--- config.mk ---
export PLATFORM = sky130hd
export DESIGN_NAME = ring_range_write_chunker
export DESIGN_NICKNAME = d
export VERILOG_FILES = /design/src/hw/rtl/rrwc_pkg.sv /design/src/hw/rtl/rrwc_rem.sv /design/src/hw/rtl/ring_range_write_chunker.sv
export VERILOG_INCLUDE_DIRS = /design/src /design/src/hw/rtl
export SDC_FILE = /design/constraint.sdc
export NUM_CORES = 2
export LEC_CHECK = 0
export BUFFER_PORTS_ARGS = -buffer_cell sky130_fd_sc_hd__clkbuf_2
export CAP_MARGIN = 25
export CORE_MARGIN = 4
export CORE_UTILIZATION = 50
export CTS_BUF_LIST = sky130_fd_sc_hd__clkbuf_16
export DETAILED_ROUTE_END_ITERATION = 8
export GPL_TIMING_DRIVEN = 0
export PLACE_DENSITY = 0.76
export REMOVE_ABC_BUFFERS = 1
export SYNTH_ARGS = -nofsm -noshare
export SYNTH_HDL_FRONTEND = slang
export SYNTH_SLANG_ARGS = --single-unit
--- constraint.sdc ---
create_clock -name i_clk -period 10.9 [get_ports i_clk]
set_clock_uncertainty 0.1 [all_clocks]
set_input_delay 0 -clock i_clk [delete_from_list [all_inputs] [get_ports i_clk]]
set_output_delay 0 -clock i_clk [all_outputs]
set_load 0.05 [all_outputs]
--- src/hw/rtl/ring_range_write_chunker_assert.svh ---
// Assertion macros for the ring range write chunker.
`ifndef RING_RANGE_WRITE_CHUNKER_ASSERT_SVH
`define RING_RANGE_WRITE_CHUNKER_ASSERT_SVH

// Same-cycle implication.
`define RRWC_ASSERT_NOW(label, clk, rst_n, ante, cons) \
    label: assert property (@(posedge clk) disable iff (!(rst_n)) (ante) |-> (cons)) \
        else $error("rrwc assertion failed");

// Next-cycle implication.
`define RRWC_ASSERT_NEXT(label, clk, rst_n, ante, cons) \
    label: assert property (@(posedge clk) disable iff (!(rst_n)) (ante) |=> (cons)) \
        else $error("rrwc assertion failed");

`endif

--- src/hw/rtl/rrwc_pkg.sv ---
package rrwc_pkg;

    localparam int ID_W      = 48;
    localparam int RING_W    = 48;
    localparam int OFFSET_W  = 49;
    localparam int COUNT_W   = 17;
    localparam int ERR_W     = 3;
    localparam int CFG_IDX_W = 2;

    localparam int ID_WIDTH_DEF = 48;
    localparam int MAX_RUN_DEF  = 63;

    localparam logic [COUNT_W-1:0] CHUNK_LIMIT = 17'd65536;
    localparam logic [COUNT_W-1:0] CHUNK_RESET = 17'd256;

    typedef enum logic [ERR_W-1:0] {
        ERR_NONE      = 3'd0,
        ERR_END_PAST  = 3'd1,
        ERR_BEGIN_OLD = 3'd2,
        ERR_EMPTY     = 3'd3,
        ERR_TOO_LONG  = 3'd4
    } t_err;

    typedef enum logic [CFG_IDX_W-1:0] {
        CFG_RING_OFFSET  = 2'd0,
        CFG_RING_SIZE    = 2'd1,
        CFG_CHUNK_BLOCKS = 2'd2
    } t_cfg_idx;

    typedef enum logic [2:0] {
        ST_IDLE,
        ST_CHECK,
        ST_DIV,
        ST_COUNT,
        ST_EMIT,
        ST_FAIL
    } t_state;

endpackage

--- src/hw/rtl/rrwc_rem.sv ---
module rrwc_rem #(
    parameter int IW = rrwc_pkg::ID_W
) (
    input  logic                        i_clk,
    input  logic                        i_rst_n,
    input  logic                        i_start,
    input  logic [IW-1:0]               i_dividend,
    input  logic [rrwc_pkg::RING_W-1:0] i_divisor,
    output logic                        o_done,
    output logic [rrwc_pkg::RING_W-1:0] o_rem
);

    localparam int DW    = rrwc_pkg::RING_W;
    localparam int CNT_W = $clog2(IW + 1);

    logic             r_run;
    logic             r_done;
    logic [CNT_W-1:0] r_cnt;
    logic [IW-1:0]    r_dvd;
    logic [DW-1:0]    r_rem;

    logic [DW:0]      w_trial;
    logic [DW:0]      w_diff;
    logic [DW-1:0]    n_rem;

    // restoring remainder step: one dividend bit per cycle
    always_comb begin
        w_trial = {r_rem, r_dvd[IW-1]};
        w_diff  = w_trial - {1'b0, i_divisor};
        if (w_trial >= {1'b0, i_divisor}) begin
            n_rem = w_diff[DW-1:0];
        end else begin
            n_rem = w_trial[DW-1:0];
        end
    end

    always_ff @(posedge i_clk) begin
        if (!i_rst_n) begin
            r_run  <= 1'b0;
            r_done <= 1'b0;
            r_cnt  <= '0;
        end else begin
            r_done <= 1'b0;
            if (i_start) begin
                r_run <= 1'b1;
                r_cnt <= CNT_W'(IW);
            end else if (r_run) begin
                r_cnt <= r_cnt - 1'b1;
                if (r_cnt == CNT_W'(1)) begin
                    r_run  <= 1'b0;
                    r_done <= 1'b1;
                end
            end
        end
    end

    always_ff @(posedge i_clk) begin
        if (i_start) begin
            r_dvd <= i_dividend;
            r_rem <= '0;
        end else if (r_run) begin
            r_dvd <= r_dvd << 1;
            r_rem <= n_rem;
        end
    end

    assign o_done = r_done;
    assign o_rem  = r_rem;

endmodule

--- src/hw/rtl/ring_range_write_chunker.sv ---
// Ring range write chunker.
// Slave stream takes one clear request: tdata holds begin_id, end_id,
// oldest_id and latest_id (48 bits each). The request is checked, then
// cut into write commands on the master stream: tdata holds block_offset
// (49 bits) and block_count (17 bits), tuser the error code and tlast
// marks the final command of the request. A rejected request yields one
// command with zero offset and count, the error code and tlast set.
// Config port: i_cfg_we writes i_cfg_data into register i_cfg_idx
// (0 ring offset, 1 ring size, 2 chunk blocks); write only while idle.
// Sequence: a check state, then the remainder unit forms begin mod ring
// size from the low ID_WIDTH bits of begin (ID_WIDTH at most 48), then a
// counting pass and an emit pass over the n commands. A request that
// fails the checks goes to the error command; one that needs more than
// MAX_RUN commands fails with ERR_TOO_LONG at the end of counting.
// s_axis_tready is high only while idle. A stalled master side holds the
// command in the output register and freezes the emit pass. Reset clears
// the sequencer and the output valid and returns the registers to
// offset 0, size 1, chunk 256.
module ring_range_write_chunker #(
    parameter int ID_WIDTH = rrwc_pkg::ID_WIDTH_DEF,
    parameter int MAX_RUN  = rrwc_pkg::MAX_RUN_DEF
) (
    input  logic                           i_clk,
    input  logic                           i_rst_n,
    input  logic                           s_axis_tvalid,
    output logic                           s_axis_tready,
    // begin_id, end_id, oldest_id, latest_id
    input  logic [4*rrwc_pkg::ID_W-1:0]    s_axis_tdata,
    output logic                           m_axis_tvalid,
    input  logic                           m_axis_tready,
    // block_offset, block_count, zero pad
    output logic [71:0]                    m_axis_tdata,
    output logic                           m_axis_tlast,
    // error_code
    output logic [rrwc_pkg::ERR_W-1:0]     m_axis_tuser,
    input  logic                           i_cfg_we,
    input  logic [rrwc_pkg::CFG_IDX_W-1:0] i_cfg_idx,
    input  logic [rrwc_pkg::RING_W-1:0]    i_cfg_data
);

    `include "ring_range_write_chunker_assert.svh"

    localparam int FW = rrwc_pkg::ID_W;
    localparam int IW = (ID_WIDTH < FW) ? ID_WIDTH : FW;
    localparam int RW = rrwc_pkg::RING_W;
    localparam int OW = rrwc_pkg::OFFSET_W;
    localparam int KW = rrwc_pkg::COUNT_W;
    localparam int CW = $clog2(MAX_RUN + 1);

    rrwc_pkg::t_state r_state;
    rrwc_pkg::t_state n_state;

    logic [RW-1:0] r_ring_off;
    logic [RW-1:0] r_rsize;
    logic [KW-1:0] r_chunk;

    logic [IW-1:0] r_begin;
    logic [IW-1:0] r_stop;
    logic [IW-1:0] r_oldest;
    logic [IW-1:0] r_latest;
    logic [IW-1:0] r_cur;
    logic [RW-1:0] r_pos;
    logic [RW-1:0] r_pos0;
    logic [CW-1:0] r_ncmd;
    logic [CW-1:0] r_left;
    rrwc_pkg::t_err r_err;

    logic                   r_ovalid;
    logic [OW-1:0]          r_ooff;
    logic [KW-1:0]          r_ocnt;
    logic                   r_olast;
    rrwc_pkg::t_err         r_ouser;

    rrwc_pkg::t_err w_check;
    logic           w_slot;
    logic           w_div_start;
    logic           w_div_done;
    logic [RW-1:0]  w_div_rem;
    logic           w_more;
    logic           w_count_step;
    logic           w_emit;
    logic           w_fail_load;
    logic [RW-1:0]  w_left;
    logic [RW-1:0]  w_to_edge;
    logic [RW-1:0]  w_min;
    logic [KW-1:0]  w_cnt;
    logic [RW:0]    w_pos_sum;
    logic [RW-1:0]  w_pos_next;
    logic [IW-1:0]  w_cur_next;
    logic [RW-1:0]  w_latest;

    // request checks, in priority order
    always_comb begin
        w_latest = RW'(r_latest);
        if (r_begin >= r_stop) begin
            w_check = rrwc_pkg::ERR_EMPTY;
        end else if (r_stop > r_oldest) begin
            w_check = rrwc_pkg::ERR_END_PAST;
        end else if ((r_rsize < w_latest) && (RW'(r_begin) < (w_latest - r_rsize))) begin
            w_check = rrwc_pkg::ERR_BEGIN_OLD;
        end else begin
            w_check = rrwc_pkg::ERR_NONE;
        end
    end

    // chunk step, shared by the counting and emit passes
    always_comb begin
        w_more    = r_cur < r_stop;
        w_left    = RW'(r_stop - r_cur);
        w_to_edge = r_rsize - r_pos;
        w_min     = (w_left < w_to_edge) ? w_left : w_to_edge;
        w_cnt     = (w_min < RW'(r_chunk)) ? w_min[KW-1:0] : r_chunk;
        w_pos_sum = {1'b0, r_pos} + (RW + 1)'(w_cnt);
        w_pos_next = (w_pos_sum == {1'b0, r_rsize}) ? '0 : w_pos_sum[RW-1:0];
        w_cur_next = r_cur + IW'(w_cnt);
    end

    rrwc_rem #(
        .IW(IW)
    ) u_rem (
        .i_clk      (i_clk),
        .i_rst_n    (i_rst_n),
        .i_start    (w_div_start),
        .i_dividend (r_begin),
        .i_divisor  (r_rsize),
        .o_done     (w_div_done),
        .o_rem      (w_div_rem)
    );

    always_comb begin
        n_state = r_state;
        unique case (r_state)
            rrwc_pkg::ST_IDLE: begin
                if (s_axis_tvalid) begin
                    n_state = rrwc_pkg::ST_CHECK;
                end
            end
            rrwc_pkg::ST_CHECK: begin
                if (w_check != rrwc_pkg::ERR_NONE) begin
                    n_state = rrwc_pkg::ST_FAIL;
                end else begin
                    n_state = rrwc_pkg::ST_DIV;
                end
            end
            rrwc_pkg::ST_DIV: begin
                if (w_div_done) begin
                    n_state = rrwc_pkg::ST_COUNT;
                end
            end
            rrwc_pkg::ST_COUNT: begin
                if (!(w_more && (r_ncmd < CW'(MAX_RUN)))) begin
                    n_state = w_more ? rrwc_pkg::ST_FAIL : rrwc_pkg::ST_EMIT;
                end
            end
            rrwc_pkg::ST_EMIT: begin
                if (w_slot && (r_left == CW'(1))) begin
                    n_state = rrwc_pkg::ST_IDLE;
                end
            end
            rrwc_pkg::ST_FAIL: begin
                if (w_slot) begin
                    n_state = rrwc_pkg::ST_IDLE;
                end
            end
            default: n_state = rrwc_pkg::ST_IDLE;
        endcase
    end

    always_comb begin
        w_slot       = !r_ovalid || m_axis_tready;
        w_div_start  = (r_state == rrwc_pkg::ST_CHECK) && (w_check == rrwc_pkg::ERR_NONE);
        w_count_step = (r_state == rrwc_pkg::ST_COUNT) && w_more && (r_ncmd < CW'(MAX_RUN));
        w_emit       = (r_state == rrwc_pkg::ST_EMIT) && w_slot;
        w_fail_load  = (r_state == rrwc_pkg::ST_FAIL) && w_slot;
    end

    always_ff @(posedge i_clk) begin
        if (!i_rst_n) begin
            r_state    <= rrwc_pkg::ST_IDLE;
            r_ovalid   <= 1'b0;
            r_ring_off <= '0;
            r_rsize    <= RW'(1);
            r_chunk    <= rrwc_pkg::CHUNK_RESET;
        end else begin
            r_state <= n_state;
            if (w_emit || w_fail_load) begin
                r_ovalid <= 1'b1;
            end else if (m_axis_tready) begin
                r_ovalid <= 1'b0;
            end
            if (i_cfg_we) begin
                case (i_cfg_idx)
                    rrwc_pkg::CFG_RING_OFFSET: r_ring_off <= i_cfg_data;
                    rrwc_pkg::CFG_RING_SIZE: begin
                        r_rsize <= (i_cfg_data == '0) ? RW'(1) : i_cfg_data;
                    end
                    rrwc_pkg::CFG_CHUNK_BLOCKS: begin
                        if (i_cfg_data[KW-1:0] == '0) begin
                            r_chunk <= KW'(1);
                        end else if (i_cfg_data[KW-1:0] > rrwc_pkg::CHUNK_LIMIT) begin
                            r_chunk <= rrwc_pkg::CHUNK_LIMIT;
                        end else begin
                            r_chunk <= i_cfg_data[KW-1:0];
                        end
                    end
                    default: ;
                endcase
            end
        end
    end

    always_ff @(posedge i_clk) begin
        if (s_axis_tvalid && s_axis_tready) begin
            r_begin  <= s_axis_tdata[IW-1:0];
            r_stop   <= s_axis_tdata[FW+IW-1:FW];
            r_oldest <= s_axis_tdata[2*FW+IW-1:2*FW];
            r_latest <= s_axis_tdata[3*FW+IW-1:3*FW];
        end
        if (r_state == rrwc_pkg::ST_CHECK) begin
            r_err <= w_check;
        end
        if (w_div_done) begin
            r_pos0 <= w_div_rem;
            r_pos  <= w_div_rem;
            r_cur  <= r_begin;
            r_ncmd <= '0;
        end else if (w_count_step || w_emit) begin
            r_pos <= w_pos_next;
            r_cur <= w_cur_next;
        end
        if (w_count_step) begin
            r_ncmd <= r_ncmd + 1'b1;
        end
        // end of counting pass: rewind for the emit pass
        if ((r_state == rrwc_pkg::ST_COUNT) && !w_count_step) begin
            r_pos  <= r_pos0;
            r_cur  <= r_begin;
            r_left <= r_ncmd;
            if (w_more) begin
                r_err <= rrwc_pkg::ERR_TOO_LONG;
            end
        end
        if (w_emit) begin
            r_left  <= r_left - 1'b1;
            r_ooff  <= OW'(r_pos) + OW'(r_ring_off);
            r_ocnt  <= w_cnt;
            r_olast <= (r_left == CW'(1));
            r_ouser <= rrwc_pkg::ERR_NONE;
        end else if (w_fail_load) begin
            r_ooff  <= '0;
            r_ocnt  <= '0;
            r_olast <= 1'b1;
            r_ouser <= r_err;
        end
    end

    assign s_axis_tready = i_rst_n && (r_state == rrwc_pkg::ST_IDLE);
    assign m_axis_tvalid = r_ovalid;
    assign m_axis_tdata  = {6'd0, r_ocnt, r_ooff};
    assign m_axis_tlast  = r_olast;
    assign m_axis_tuser  = r_ouser;

    `RRWC_ASSERT_NOW(a_err_single, i_clk, i_rst_n,
        m_axis_tvalid && (m_axis_tuser != rrwc_pkg::ERR_NONE),
        (r_ocnt == '0) && (r_ooff == '0) && m_axis_tlast)
    `RRWC_ASSERT_NOW(a_cmd_count, i_clk, i_rst_n,
        m_axis_tvalid && (m_axis_tuser == rrwc_pkg::ERR_NONE),
        (r_ocnt != '0) && (r_ocnt <= r_chunk))
    `RRWC_ASSERT_NEXT(a_busy_after_accept, i_clk, i_rst_n,
        s_axis_tvalid && s_axis_tready,
        !s_axis_tready)

endmodule

==> run metrics <==
First DRT Iteration DRCs=~5.5k; post-detail-place hpwl=about 120 mm; final setup violation count=48; wire length of the first global-routing pass=around 260 mm; critical path capture point type=flip-flop; number of failing hold endpoints at the final stage=0; area grow syn2layout=26.4%; RD Place Congestion=0.974; number of sinks handled by clock tree synthesis=approximately 640; area of the core region=93,700 um2; die span in y=316 um; post-synthesis instance total=~5.2k; Clock Latency Late Sink=slightly below 0.7 ns; Final Instance Area=between 50,000 and 60,000 um2; cell type with the largest total area after synthesis=sky130_fd_sc_hd__edfxtp_1; I/O Pins=between 300 and 400; largest incremental delay on the critical path=0.58 ns; drt wl/cell=between 20 and 25 um; element type at the critical path start=flip-flop; required time at the worst-slack endpoint=~11 ns; share of the synthesized area in the top cell type=between 20% and 30%; ANT nets after route=0; worst max-slew margin expressed relative to the limit=between 20% and 30%; share of flip-flops with an asynchronous set or reset after synthesis=0%; Compound-Gate Fraction of Synth Area=about 21%; final worst-path setup slack=-0.593 ns; top achievable clock speed=0.0870 GHz; max capacitance violation total=0; CTS clock-pin slew for the worst setup and hold paths=approximately 0.060 ns; residual DRC count=0; class of the tightest hold or removal check=in2reg; max-slew violation count=0; run status=finished with violations; x dimension of the die=roughly 320 um; xor and xnor area share after synthesis=6.30%; mean number of vias per cell=roughly 6.2; Overall Global Routing Usage=roughly 33%; Top FF cell, synth=sky130_fd_sc_hd__edfxtp_1; transition time of the tightest slew-check pin=1.09 ns; total standard cell area after synthesis=between 40,000 and 50,000 um2; largest net degree at the start of global routing=a little over 90; worst ir drop on vdd=approximately 0.15 mV; final period utilization=105%; ranking of synthesized cells by area=sky130_fd_sc_hd__edfxtp_1, sky130_fd_sc_hd__ha_1, sky130_fd_sc_hd__dfxtp_1; maximum number of buffers from clock root to sink=3; failing checks=negative setup slack; number of H-tree levels=3; cell mode on critical path=sky130_fd_sc_hd__buf_4; filler cell count=just over 7k; Pwr Total=a little over 10 mW; post-synthesis sequential area ratio=36.9%; Syn Area/Cell=between 9 and 10 um2; DIE AREA=approximately 100,000 um2; NumNets Final=around 6.7k; static leakage power=25.2 nW; clock period minus worst slack=11.49 ns; most frequent cell after synthesis=sky130_fd_sc_hd__nand2_1; power density over cell area=around 170 nW/um2; critical path class=reg2reg; main combinational cell family by area after synthesis=compound AO/OA/AOI/OAI gates; post-synthesis simple-gate area fraction=around 16%; utilization after layout=64.0%; post-synth cell types=102; Crit-path slowest cell=sky130_fd_sc_hd__o311ai_0; antenna violations before repair=5; mux cell area share after synthesis=~2.7%; Post-Place Setup Slack=-3.88 ns; TritonCTS clock tree=yes; EDFF count, synth=around 460; CTS Buf Count=between 70 and 80; yosys warns=0; overall routed net length=about 170 mm; Hold WS=approximately 0.076 ns; sum of overflow across all layers after global routing=0; number of flip-flops and latches in the synthesized netlist=between 600 and 700; Pre-antenna DRT Iters=6; vias in the first global route=~43k; number of input and output port buffers inserted=around 320; Post-Synth Adder-Cell Area=a little over an eighth; highest fanout seen on the critical path=8; Post-synth top cells=sky130_fd_sc_hd__nand2_1, sky130_fd_sc_hd__ha_1, sky130_fd_sc_hd__edfxtp_1, sky130_fd_sc_hd__a21oi_1, sky130_fd_sc_hd__inv_1; initial core utilization=roughly half; clk root buf=sky130_fd_sc_hd__clkbuf_16; arrival time of data at the critical path endpoint=11.79 ns; number of vias after detailed routing=around 45k; layout cells sized above 1=about 15%; RSZ-0062 raised after global routing=true; area after detailed placement=between 50,000 and 60,000 um2; num rows=~110
==> stage by stage <==
step                cells  TNS (ns)
finish               7295    -25.32
global route         7292    -32.08
CTS                  7218     -6.16
detailed placement   6567   -257.77
global placement     6536  -1261.41
floorplan            4964    -41.18
==> per-layer routing <==
metal,track usage (%),vias to the layer above,part of all wire [%]
li1,-,20600,-
met1,43.3,21500,40
met2,53.9,2223,46
met3,5.82,558,8.5
met4,15.2,2,5.5
met5,0,-,0.0058
==> report_power, final <==
part	switching [mW]	total (mW)	internal [mW]
sequential	0.313	3.29	2.97
clock	1.13	2.52	1.40
combinational	2.61	4.51	1.89
total	4.05	10.3	6.26
==> kinds of logic (layout without fill, tap and decap cells) <==
family                   after synthesis  after routing
buffers and inverters                541           1416
AND/OR/NAND/NOR                     1542           1545
adder cells (fa/ha/maj)              495            495
flip-flops                           642            642
XOR/XNOR                             329            329
AO/OA/AOI/OAI                       1489           1489
other                                  1              9
multiplexers                         116            116
==> cell usage in the layout (no fill, tap or decap), types with 52 or more instances in the layout <==
cell	count
sky130_fd_sc_hd__nand4_1	98
sky130_fd_sc_hd__clkbuf_16	79
sky130_fd_sc_hd__o21ai_0	216
sky130_fd_sc_hd__edfxtp_1	463
sky130_fd_sc_hd__dlygate4sd3_1	451
sky130_fd_sc_hd__ha_1	447
sky130_fd_sc_hd__xnor2_1	198
sky130_fd_sc_hd__o21a_1	52
sky130_fd_sc_hd__dfxtp_1	174
sky130_fd_sc_hd__a211oi_1	69
sky130_fd_sc_hd__nand2_1	510
sky130_fd_sc_hd__nor2_1	278
sky130_fd_sc_hd__buf_4	120
sky130_fd_sc_hd__a21boi_0	106
sky130_fd_sc_hd__a21oi_1	370
sky130_fd_sc_hd__xor2_1	116
sky130_fd_sc_hd__nor2b_1	65
sky130_fd_sc_hd__nor3_1	88
sky130_fd_sc_hd__nand3_1	90
sky130_fd_sc_hd__and3_1	91
sky130_fd_sc_hd__a21o_1	221
sky130_fd_sc_hd__nand2b_1	57
sky130_fd_sc_hd__clkbuf_2	317
sky130_fd_sc_hd__inv_1	349
==> sequential cells by signal, indices dropped and copies added (netlist names), 3 cells and up <==
name,cells
r_ooff,49
r_begin,48
r_cur,48
r_latest,48
r_oldest,48
r_pos0,48
r_pos,48
r_ring_off,48
r_rsize,48
r_stop,48
u_rem.o_rem,48
u_rem.r_dvd,48
r_chunk,17
r_ocnt,17
r_left,6
r_ncmd,6
u_rem.r_cnt,6
m_axis_tuser,3
r_err,3
r_state,3
==> worst paths after layout <==
check,endpoint,cells after the start,slack (ns),startpoint
max reg2reg,r_pos[32],46,-0.59,r_stop[0]
min reg2reg,m_axis_tuser[1],2,0.37,r_err[1]
max,r_pos[32],46,-0.59,r_stop[0]
min,r_rsize[21],4,0.08,i_cfg_data[21]
==> timing repair <==
item                                    CTS  global route
hold buffers                            451             0
setup buffers                            63            66
endpoints found under the hold margin   312             0
gates resized for setup                 206           107
endpoints found under the setup margin   93            83
pin swaps                                71            71
cloned                                    2             4
==> layout make-up <==
class / instances / area [um2] / area share, %
clock inverter: 60 / 462 / 0.770
timing repair buffer: 935 / 7870 / 13.1
clock buffer: 76 / 1900 / 3.17
sequential: 642 / 17500 / 29.2
tap: 1254 / 1570 / 2.62
inverter: 345 / 1300 / 2.16
multi-input combinational: 3980 / 29400 / 49.0
antenna: 3 / 7.51 / 0.0125
==> critical path: cells and delay by family, from the launching register on <==
kind | cells | cell delay (ns)
fa+ha+maj | 5 | 1.35
simple gates | 12 | 2.88
mux | 1 | 0.36
flops | 1 | 0.45
buf+inv | 8 | 1.12
xor+xnor | 1 | 0.31
compound gates | 19 | 4.59
No activity file was read; power rests on OpenSTA's default activity.
